`src/rtl/bf16a_pkg.sv`:
```
// ----------------------------------------------------------------------------
// bf16a_pkg
// types and constants for the bfloat16 truncating adder pipeline
// ----------------------------------------------------------------------------
`timescale 1ns / 1ps
`default_nettype none

package bf16a_pkg;

   localparam int ALIGN_SHIFT = 30;
   localparam int SMALL_W     = ALIGN_SHIFT + 8;
   localparam int SUM_W       = ALIGN_SHIFT + 9;

   localparam logic [15:0] BF_NAN = 16'h7FC0;
   localparam logic [14:0] BF_INF = 15'h7F80;

   // operands ordered and aligned
   typedef struct packed {
      logic                special;
      logic [15:0]         spec_bits;
      logic                sign;
      logic                zsign;
      logic                eff_sub;
      logic [7:0]          e_big;
      logic [7:0]          big_man;
      logic [SMALL_W-1:0]  small_man;
      logic                last;
   } align_type;

   // raw sum
   typedef struct packed {
      logic                special;
      logic [15:0]         spec_bits;
      logic                sign;
      logic [7:0]          e_big;
      logic [SUM_W-1:0]    r;
      logic                last;
   } sum_type;

   // leading one located, exponent and shift worked out
   typedef struct packed {
      logic                special;
      logic [15:0]         spec_bits;
      logic                sign;
      logic signed [9:0]   expo;
      logic signed [6:0]   shift;
      logic [SUM_W-1:0]    r;
      logic                last;
   } norm_type;

   // final result
   typedef struct packed {
      logic [15:0]         sum_bits;
      logic                last;
   } result_type;

endpackage

`default_nettype wire

```
`src/rtl/bf16a_align_stage.sv`:
```
// ----------------------------------------------------------------------------
// bf16a_align_stage
// unpack, special cases, magnitude ordering and alignment of the smaller operand
// ----------------------------------------------------------------------------
`timescale 1ns / 1ps
`default_nettype none

module bf16a_align_stage (
   input  wire logic                 clock,
   input  wire logic                 reset,
   input  wire logic                 up_valid,
   output logic                      up_ready,
   input  wire logic [15:0]          in_value,
   input  wire logic [15:0]          acc_value,
   input  wire logic                 last_in,
   output logic                      dn_valid,
   input  wire logic                 dn_ready,
   output bf16a_pkg::align_type      dn_data
);

   logic                  valid_ff;
   bf16a_pkg::align_type  data_ff, data_in;

   logic        sa, sb, nan_a, nan_b, inf_a, inf_b, swap;
   logic [7:0]  ea, eb, ea1, eb1, fa8, fb8, ma, mb, d;
   logic [bf16a_pkg::SMALL_W-1:0] full, low_mask;

   // unpack and order
   always_comb begin
      sa    = in_value[15];
      sb    = acc_value[15];
      ea    = in_value[14:7];
      eb    = acc_value[14:7];
      fa8   = {1'b0, in_value[6:0]};
      fb8   = {1'b0, acc_value[6:0]};
      nan_a = (ea == 8'hFF) && (fa8 != 8'd0);
      nan_b = (eb == 8'hFF) && (fb8 != 8'd0);
      inf_a = (ea == 8'hFF) && (fa8 == 8'd0);
      inf_b = (eb == 8'hFF) && (fb8 == 8'd0);
      ma    = (ea == 8'd0) ? fa8 : (fa8 | 8'h80);
      mb    = (eb == 8'd0) ? fb8 : (fb8 | 8'h80);
      ea1   = (ea == 8'd0) ? 8'd1 : ea;
      eb1   = (eb == 8'd0) ? 8'd1 : eb;
      swap  = (ea1 < eb1) || ((ea1 == eb1) && (ma < mb));

      data_in           = '0;
      data_in.last      = last_in;
      data_in.eff_sub   = sa ^ sb;
      data_in.zsign     = sa & sb;
      data_in.sign      = swap ? sb : sa;
      data_in.e_big     = swap ? eb1 : ea1;
      data_in.big_man   = swap ? mb : ma;
      d                 = swap ? (eb1 - ea1) : (ea1 - eb1);
      full              = {(swap ? ma : mb), {bf16a_pkg::ALIGN_SHIFT{1'b0}}};
      low_mask          = '0;

      // shift the smaller mantissa right with a sticky bit
      if (d > 8'd38) begin
         data_in.small_man = {{(bf16a_pkg::SMALL_W-1){1'b0}}, (full != '0)};
      end else begin
         low_mask          = ({{(bf16a_pkg::SMALL_W-1){1'b0}}, 1'b1} << d)
                             - {{(bf16a_pkg::SMALL_W-1){1'b0}}, 1'b1};
         data_in.small_man = (full >> d)
                             | {{(bf16a_pkg::SMALL_W-1){1'b0}}, ((full & low_mask) != '0)};
      end

      // nan and infinity operands
      data_in.special   = nan_a | nan_b | inf_a | inf_b;
      if (nan_a || nan_b) begin
         data_in.spec_bits = bf16a_pkg::BF_NAN;
      end else if (inf_a && inf_b) begin
         data_in.spec_bits = (sa != sb) ? bf16a_pkg::BF_NAN : {sa, bf16a_pkg::BF_INF};
      end else if (inf_a) begin
         data_in.spec_bits = {sa, bf16a_pkg::BF_INF};
      end else begin
         data_in.spec_bits = {sb, bf16a_pkg::BF_INF};
      end
   end

   assign up_ready = !valid_ff || dn_ready;
   assign dn_valid = valid_ff;
   assign dn_data  = data_ff;

   // stage register
   always_ff @(posedge clock) begin
      if (reset) begin
         valid_ff <= 1'b0;
      end else if (up_ready) begin
         valid_ff <= up_valid;
      end
      if (up_valid && up_ready) begin
         data_ff <= data_in;
      end
   end

endmodule

`default_nettype wire

```
`src/rtl/bf16a_add_stage.sv`:
```
// ----------------------------------------------------------------------------
// bf16a_add_stage
// mantissa add or subtract and exact cancellation
// ----------------------------------------------------------------------------
`timescale 1ns / 1ps
`default_nettype none

module bf16a_add_stage (
   input  wire logic                 clock,
   input  wire logic                 reset,
   input  wire logic                 up_valid,
   output logic                      up_ready,
   input  wire bf16a_pkg::align_type up_data,
   output logic                      dn_valid,
   input  wire logic                 dn_ready,
   output bf16a_pkg::sum_type        dn_data
);

   logic                     valid_ff;
   bf16a_pkg::sum_type       data_ff, data_in;
   logic [bf16a_pkg::SUM_W-1:0] big, small_ext;

   // add or subtract aligned mantissas
   always_comb begin
      big       = {1'b0, up_data.big_man, {bf16a_pkg::ALIGN_SHIFT{1'b0}}};
      small_ext = {1'b0, up_data.small_man};
      data_in.last      = up_data.last;
      data_in.sign      = up_data.sign;
      data_in.e_big     = up_data.e_big;
      data_in.r         = up_data.eff_sub ? (big - small_ext) : (big + small_ext);
      data_in.special   = up_data.special;
      data_in.spec_bits = up_data.spec_bits;
      // exact zero keeps the sign only when both were negative
      if (!up_data.special && (data_in.r == '0)) begin
         data_in.special   = 1'b1;
         data_in.spec_bits = {up_data.zsign, 15'd0};
      end
   end

   assign up_ready = !valid_ff || dn_ready;
   assign dn_valid = valid_ff;
   assign dn_data  = data_ff;

   always_ff @(posedge clock) begin
      if (reset) begin
         valid_ff <= 1'b0;
      end else if (up_ready) begin
         valid_ff <= up_valid;
      end
      if (up_valid && up_ready) begin
         data_ff <= data_in;
      end
   end

endmodule

`default_nettype wire

```
`src/rtl/bf16a_lzc_stage.sv`:
```
// ----------------------------------------------------------------------------
// bf16a_lzc_stage
// leading one search, result exponent and rounding shift
// ----------------------------------------------------------------------------
`timescale 1ns / 1ps
`default_nettype none

module bf16a_lzc_stage (
   input  wire logic               clock,
   input  wire logic               reset,
   input  wire logic               up_valid,
   output logic                    up_ready,
   input  wire bf16a_pkg::sum_type up_data,
   output logic                    dn_valid,
   input  wire logic               dn_ready,
   output bf16a_pkg::norm_type     dn_data
);

   logic                 valid_ff;
   bf16a_pkg::norm_type  data_ff, data_in;
   logic [5:0]           p;
   logic signed [9:0]    expo;

   // priority encoder over the raw sum
   always_comb begin
      p = '0;
      for (int i = 0; i < bf16a_pkg::SUM_W; i++) begin
         if (up_data.r[i]) begin
            p = 6'(i);
         end
      end
      expo = $signed({4'd0, p}) + $signed({2'd0, up_data.e_big}) - 10'sd37;
      data_in.last      = up_data.last;
      data_in.sign      = up_data.sign;
      data_in.special   = up_data.special;
      data_in.spec_bits = up_data.spec_bits;
      data_in.r         = up_data.r;
      data_in.expo      = expo;
      // normal results keep 24 bits, subnormals shift to the fixed scale
      if (expo >= 10'sd1) begin
         data_in.shift = 7'($signed({4'd0, p}) - 10'sd23);
      end else begin
         data_in.shift = 7'(10'sd15 - $signed({2'd0, up_data.e_big}));
      end
   end

   assign up_ready = !valid_ff || dn_ready;
   assign dn_valid = valid_ff;
   assign dn_data  = data_ff;

   always_ff @(posedge clock) begin
      if (reset) begin
         valid_ff <= 1'b0;
      end else if (up_ready) begin
         valid_ff <= up_valid;
      end
      if (up_valid && up_ready) begin
         data_ff <= data_in;
      end
   end

endmodule

`default_nettype wire

```
`src/rtl/bf16a_round_stage.sv`:
```
// ----------------------------------------------------------------------------
// bf16a_round_stage
// fp32 round to nearest even, overflow, pack and truncate to bfloat16
// ----------------------------------------------------------------------------
`timescale 1ns / 1ps
`default_nettype none

module bf16a_round_stage (
   input  wire logic                clock,
   input  wire logic                reset,
   input  wire logic                up_valid,
   output logic                     up_ready,
   input  wire bf16a_pkg::norm_type up_data,
   output logic                     dn_valid,
   input  wire logic                dn_ready,
   output bf16a_pkg::result_type    dn_data
);

   logic                   valid_ff;
   bf16a_pkg::result_type  data_ff, data_in;
   logic [5:0]             sh;
   logic [bf16a_pkg::SUM_W-1:0] one, m, half_bit, below_mask;
   logic                   guard, sticky;
   logic [31:0]            bits;

   always_comb begin
      one        = {{(bf16a_pkg::SUM_W-1){1'b0}}, 1'b1};
      sh         = up_data.shift[5:0];
      half_bit   = '0;
      below_mask = '0;
      guard      = 1'b0;
      sticky     = 1'b0;
      // shift into place and round to nearest even
      if (up_data.shift <= 7'sd0) begin
         m = up_data.r << (6'd0 - sh);
      end else begin
         m          = up_data.r >> sh;
         half_bit   = one << (sh - 6'd1);
         below_mask = half_bit - one;
         guard      = (up_data.r & half_bit) != '0;
         sticky     = (up_data.r & below_mask) != '0;
         if (guard && (sticky || m[0])) begin
            m = m + one;
         end
      end
      // pack with exponent, clamp overflow to infinity
      if (up_data.expo >= 10'sd1) begin
         bits = {1'b0, 8'(up_data.expo - 10'sd1), 23'd0} + m[31:0];
      end else begin
         bits = m[31:0];
      end
      if ((up_data.expo >= 10'sd255) || (bits >= 32'h7F800000)) begin
         bits = 32'h7F800000;
      end
      data_in.last = up_data.last;
      if (up_data.special) begin
         data_in.sum_bits = up_data.spec_bits;
      end else begin
         data_in.sum_bits = {up_data.sign, bits[30:16]};
      end
   end

   assign up_ready = !valid_ff || dn_ready;
   assign dn_valid = valid_ff;
   assign dn_data  = data_ff;

   always_ff @(posedge clock) begin
      if (reset) begin
         valid_ff <= 1'b0;
      end else if (up_ready) begin
         valid_ff <= up_valid;
      end
      if (up_valid && up_ready) begin
         data_ff <= data_in;
      end
   end

endmodule

`default_nettype wire

```
`src/rtl/bf16_add_truncating_core.sv`:
```
// ----------------------------------------------------------------------------
// bf16_add_truncating_core
// streaming bfloat16 adder, fp32 rounding then truncation to bfloat16
// ----------------------------------------------------------------------------
// Adds two bfloat16 words per beat as IEEE single precision (round to
// nearest even, subnormals kept) and returns the upper half of the sum; any
// NaN comes out as 0x7FC0 and tlast passes through. Four register stages
// (align, add, leading-one search, round and pack) lie between an accepted
// input beat and its result beat, and a new beat is taken every cycle while
// the result side does not stall. Each stage holds its own valid bit, so a
// stall on the result side only backs up once the stages ahead of it are
// full, and empty stages keep accepting.
`timescale 1ns / 1ps
`default_nettype none

module bf16_add_truncating_core (
   input  wire logic        clock,
   input  wire logic        reset,
   input  wire logic        req_tvalid,
   output logic             req_tready,
   input  wire logic [31:0] req_tdata,   // in_value[15:0], acc_value[31:16]
   input  wire logic        req_tlast,
   output logic             rsp_tvalid,
   input  wire logic        rsp_tready,
   output logic [15:0]      rsp_tdata,   // sum_bits[15:0]
   output logic             rsp_tlast
);

   logic                   v1, r1, v2, r2, v3, r3;
   bf16a_pkg::align_type   d1;
   bf16a_pkg::sum_type     d2;
   bf16a_pkg::norm_type    d3;
   bf16a_pkg::result_type  d4;

   bf16a_align_stage u_align (
      .clock(clock), .reset(reset),
      .up_valid(req_tvalid), .up_ready(req_tready),
      .in_value(req_tdata[15:0]), .acc_value(req_tdata[31:16]), .last_in(req_tlast),
      .dn_valid(v1), .dn_ready(r1), .dn_data(d1)
   );

   bf16a_add_stage u_add (
      .clock(clock), .reset(reset),
      .up_valid(v1), .up_ready(r1), .up_data(d1),
      .dn_valid(v2), .dn_ready(r2), .dn_data(d2)
   );

   bf16a_lzc_stage u_lzc (
      .clock(clock), .reset(reset),
      .up_valid(v2), .up_ready(r2), .up_data(d2),
      .dn_valid(v3), .dn_ready(r3), .dn_data(d3)
   );

   bf16a_round_stage u_round (
      .clock(clock), .reset(reset),
      .up_valid(v3), .up_ready(r3), .up_data(d3),
      .dn_valid(rsp_tvalid), .dn_ready(rsp_tready), .dn_data(d4)
   );

   assign rsp_tdata = d4.sum_bits;
   assign rsp_tlast = d4.last;

endmodule

`default_nettype wire

```
`config.mk`:
```
export PLATFORM = sky130hd
export DESIGN_NAME = bf16_add_truncating_core
export DESIGN_NICKNAME = d
export VERILOG_FILES = /design/src/rtl/bf16a_pkg.sv /design/src/rtl/bf16a_align_stage.sv /design/src/rtl/bf16a_add_stage.sv /design/src/rtl/bf16a_lzc_stage.sv /design/src/rtl/bf16a_round_stage.sv /design/src/rtl/bf16_add_truncating_core.sv
export SDC_FILE = /design/constraint.sdc
export NUM_CORES = 1
export LEC_CHECK = 0
export ABC_AREA = 1
export BUFFER_PORTS_ARGS = -buffer_cell sky130_fd_sc_hd__buf_4
export CAP_MARGIN = 20
export CORE_MARGIN = 4
export CORE_UTILIZATION = 30
export DETAILED_ROUTE_END_ITERATION = 10
export GPL_ROUTABILITY_DRIVEN = 0
export PLACE_DENSITY = 0.5
export SYNTH_ARGS = -nofsm -noshare
export SYNTH_HDL_FRONTEND = slang
export SYNTH_SLANG_ARGS = --single-unit
```
`constraint.sdc`:
```
create_clock -name clock -period 20.7 [get_ports clock]
set_input_delay 4.14 -clock clock [delete_from_list [all_inputs] [get_ports clock]]
set_output_delay 4.14 -clock clock [all_outputs]
set_load 0.01 [all_outputs]
```
* Word-level counts from Yosys, hierarchy flattened
Index checks and enable logic that the tools add are counted.
Storage, ports and cells: register bits after elaboration 237, bits in latches 0, memory bits (writable) 0, memory bits (read-only) 0, input bits 37, output and inout port bits 19, word-level logic and storage cells 166, memories kept 0
Operators by class: add/sub/neg operators 15, multipliers 0, divide/modulo/power cells 0, $lt $le $gt $ge 8, equal/unequal tests 4, shift operators 5, multiplexer cells 59, bitwise gates (word level) 9, reduce and logical (&&, ||, !) cells 36
Operator list (number):
- two-way mux 32 bit | 3
- two-way mux 16 bit | 5
- two-way mux 5 bit | 16
- AND 39 bit | 2
- nonzero test 39 bit | 2
- two-way mux 8 bit | 8
- two-way mux 6 bit | 7
- adder 38 x 38 -> 39 bit | 1
- logical NOT 39 bit | 1
- two-way mux 39 bit | 1
- << shifter 1 x 6 -> 39 bit (first input constant) | 1
- << shifter 39 x 6 -> 32 bit | 1
- >> shifter 39 x 6 -> 32 bit | 1
- subtractor 38 x 38 -> 39 bit | 1
- subtractor 39 x 1 -> 39 bit (second input constant) | 1
- AND 38 bit | 1
- bitwise OR 38 x 1 -> 38 bit | 1
- nonzero test 38 bit | 1
- << shifter 1 x 8 -> 38 bit (first input constant) | 1
- >> shifter 38 x 8 -> 38 bit | 1
- subtractor 38 x 1 -> 38 bit (second input constant) | 1
- adder 31 x 32 -> 32 bit | 1
- adder 32 x 1 -> 32 bit (second input constant) | 1
- greater-or-equal comparator 32 x 31 -> 1 bit (second input constant) | 1
- 32 further kinds | 76

* Depth between registers and ports, before layout
word-level depth 42, gate-level depth with buffers 57, mapped depth without buffers 54

* Modules after synthesis
From an unflattened synthesis, not the netlist that was laid out.
Second synthesis, totals: cells, all modules 3245, area total of the unflattened synthesis 21287.9 µm²
By module, submodules not included:
- bf16a_round_stage | times used 1, cells an instance 1704, area each 8363.0 µm², seq. area each 530.5 µm²
- bf16a_align_stage | times used 1, cells an instance 679, area each 5007.3 µm², seq. area each 1851.8 µm²
- bf16a_add_stage | times used 1, cells an instance 558, area each 4499.3 µm², seq. area each 2001.9 µm²
- bf16a_lzc_stage | times used 1, cells an instance 304, area each 3418.3 µm², seq. area each 2272.2 µm²

* Worst setup path after synthesis
Ideal clock, no wire load.
path kind input to output, start input port rsp_tready, end output port req_tready, arrival time 4770 ps, data required time 16560 ps, setup slack 11790 ps, cell stages on the path 8, path buffers 0, path through nor2_1 inv_1 nor2_1 inv_1 nor2_1 inv_1 nor2_1 inv_1
Between the ends: word-level cells in the longest chain between the ends 4
RTL lines:
- start: declaration | line bf16_add_truncating_core.sv:24 | input wire logic rsp_tready,
- logical OR 1 bit | line bf16a_round_stage.sv:63 | assign up_ready = !valid_ff || dn_ready;
- logical OR 1 bit | line bf16a_lzc_stage.sv:47 | assign up_ready = !valid_ff || dn_ready;
- logical OR 1 bit | line bf16a_add_stage.sv:40 | assign up_ready = !valid_ff || dn_ready;
- logical OR 1 bit | line bf16a_align_stage.sv:80 | assign up_ready = !valid_ff || dn_ready;
- end: declaration | line bf16_add_truncating_core.sv:20 | output logic req_tready,
No other way between the ends.

==> results.toml <==
[route]
firstDrtPassIters = 6
detail_route.vias_per_cell = 5.08
top_layer = "met4"
detail_route.iter0.violations = 1394
wl_um = 57300
drc_errors = 0
detailroute.wirelength.met3_um = 2350
post_drt_wl_per_cell_um = 16.3
ant_nets = 0
m1WireLength_um = 25900
route.vias.total = 17900
met2_length_um = 26700

[sta]
maxSlewViolCount = 0
finalWorstPathRequiredPeriod_ns = 9.72
final_hold_vios = 0
final.period_utilization_pct = 46.9
worst_hold_slack_ns = 0.417
maxClockFrequency_mhz = 103
clock_skew_ns = 0.0114
tns_ns = 0
slew-limit-headroom_pct = 29.6
unrepaired_setup_endpoints_after_global_routing = "no"
number_of_failing_setup_endpoints_in_the_final_timing_report = 0
worst_slew_pin_slew_ns = 1.05

[clock_tree]
buffers_inserted_by_post_cts_timing_repair = 0
clkLatencyLatePin_ns = 0.45
max-clock-path-buffers = 2
numCtsBuffers = 17
post_cts_sizing_count = 0
clock-sinks = 197
cts_tree = "yes"
clk_transition_reported_paths_ns = 0.07
cts.htree.levels = 4
root_buffer_master = "clkbuf_16"
hold_buffers = 0

[outcome]
outcome = "complete, no violations"

[placed_design]
place.detailed.hpwl_um = 47300
dpl_cell_area_sq_um = 19400
buffer_ports.inserted = 55

[cells_and_area]
antennaDiodeCount = 0
fillers = 6520
area.growth.synth_to_final_pct = 9.17
mostFrequentLayoutCell = "nand2_1"
post_route_cells_drive_above_1_share_pct = 7.44
post-route-cell-area_sq_um = 20000
final_nets = 2828
layout_common_cells = "680 x nand2_1, 356 x inv_1, 314 x nor2_1"

[floorplan]
fp.dieArea_sq_um = 65200
floorplan.initialDensity_pct = 30.4
die_w_um = 255
boundaryPins = 56
core_area_sq_um = 60500
placement_rows = 90
die_height_um = 255

[global_routing]
maximum_number_of_pins_on_one_net_before_global_route_repair = 64
antenna_found_initial = 0
first_global_vias = 16900
grt_first_pass_wirelength_um = 90200
grt_util_all_layers_pct = 17.0
overflow = 0

[synthesis]
synth.largest_area_cell = "edfxtp_1"
synth.lib_cells_used.distinct = 72
synth.ff_latch_count = 197
synth_warnings = 0
syn_inst = 2723
synthesis.area_sq_um = 18400
synth_nets = 2835
synth_sequential_area_ratio_pct = 32.0
synthFlopType = "edfxtp_1"
synth_enable_flop_cells = 193
synthTopCellsByArea = "edfxtp_1 32%, nand2_1 14%, inv_1 7.3%"
avg_synthesized_cell_area_sq_um = 6.74
synth_top_area_share_pct = 31.6
async_flop_share_pct = 0

[setup_path]
crit-reg2reg-capture = "u_round.dn_data[11]"
crit_arrival_ns = 9.92
worst_path_max_delay_cell = "xor2_1"
worst-endpoint-required_ns = 20.90
cp.buffers_inverters = 5
crit_path_max_incr_delay_ns = 0.80
critPathTopFamily = "simple AND/OR/NAND/NOR gates"
endpoint_kind_of_the_worst_setup_timing_path = "flop"
crit_path_max_fanout = 29
r2r-start = "u_lzc.dn_data[40]"
regToRegSetupSlack_ns = 12.70
rr_worst_depth = 48
timing.critical_path.mode_cell = "nand2_1"
crit_path_start_kind = "input pin"
setup.worst_path.class = "in -> reg"
setup.worst_path.start = "req_tdata[27]"

[pwr]
irDropWorstVdd_v = 0.0000430
power_dens_cells_nw_per_um2 = 60.7
static_leakage_nw = 8.78

[min_path]
worstHoldPathCells = 0
hold_path_end = "u_lzc.dn_data[1]"
timing.hold.worst.class = "reg -> reg"
startpoint_of_the_most_critical_hold_path = "u_add.dn_data[1]"

[run]
number_of_maximum_capacitance_constraint_violations = 0
## final cells by class
| type | count | area (sq um) | area share, % |
|---|---|---|---|
| clock buffers | 20 | 457 | 2.28 |
| clock inverters | 12 | 146 | 0.730 |
| inverters | 397 | 1500 | 7.47 |
| multi-input cells | 2034 | 10600 | 52.7 |
| flip-flops and latches | 197 | 5880 | 29.3 |
| well taps | 782 | 978 | 4.88 |
| repair buffers | 69 | 518 | 2.58 |
## sequential cells by signal (all words and copies together), names as in the netlist
register and cells:
u_add.dn_valid 1, u_lzc.dn_valid 1, u_round.dn_valid 1, u_round.dn_data 17, u_add.dn_data 53, u_align.dn_data 61
u_lzc.dn_data 62, u_align.dn_valid 1
## cell families (layout without fill, tap and decap cells)
group / Yosys count / count (layout) / share of synthesized area, %
flops: 197 / 197 / 32.0
mux: 20 / 20 / 1.09
simple gates: 1368 / 1368 / 32.1
fa+ha+maj: 75 / 75 / 5.31
buf+inv: 492 / 498 / 10.5
compound gates: 497 / 497 / 15.3
xor+xnor: 74 / 74 / 3.63
## routing by layer
layer / GRT usage (%) / vias to the layer above
met3: 1.70 / 128
met5: 0 / -
met4: 7.09 / 0
li1: - / 9029
met1: 22.3 / 8185
met2: 28.7 / 509
## cell usage after synthesis, types with 18 or more instances
| cell | n |
|---|---|
| nand2_1 | 680 |
| inv_1 | 358 |
| nor2_1 | 315 |
| o21ai_0 | 241 |
| edfxtp_1 | 193 |
| nand3_1 | 163 |
| a21oi_1 | 121 |
| ha_1 | 70 |
| xor2_1 | 69 |
| clkbuf_1 | 57 |
| nor3_1 | 56 |
| nand4_1 | 42 |
| nor4_1 | 32 |
| inv_2 | 30 |
| o22ai_1 | 25 |
| o211ai_1 | 24 |
| mux2i_1 | 20 |
| nor2_2 | 18 |
## worst max-delay path by stage
stage | to | cells after the start | slack [ns]
2_1_floorplan | req_tready | 8 | 11.79
3_3_place_gp | u_align.dn_data[1] | 25 | 10.82
3_5_place_dp | u_align.dn_data[1] | 25 | 10.64
4_1_cts | u_align.dn_data[1] | 25 | 11.13
5_1_grt | u_align.dn_data[1] | 25 | 10.42
6_report | u_align.dn_data[1] | 25 | 10.98
## stage by stage
step	power, mW	setup slack (ns)	util (%)	std cells
after floorplan	0.774	11.79	-	2723
after global placement	0.882	10.82	32.2	3479
after detailed placement	0.885	10.64	32.2	3479
after CTS	1.22	11.13	33.2	3511
after global routing	1.29	10.42	33.2	3511
final	1.22	10.98	33.2	3511
## report_power, final
group | internal [mW] | total, mW | switching, mW
registers | 0.467 | 0.484 | 0.0169
clock network | 0.187 | 0.336 | 0.149
logic | 0.117 | 0.397 | 0.280
total | 0.771 | 1.22 | 0.446
Note: power is estimated with default switching activity, not from simulation.
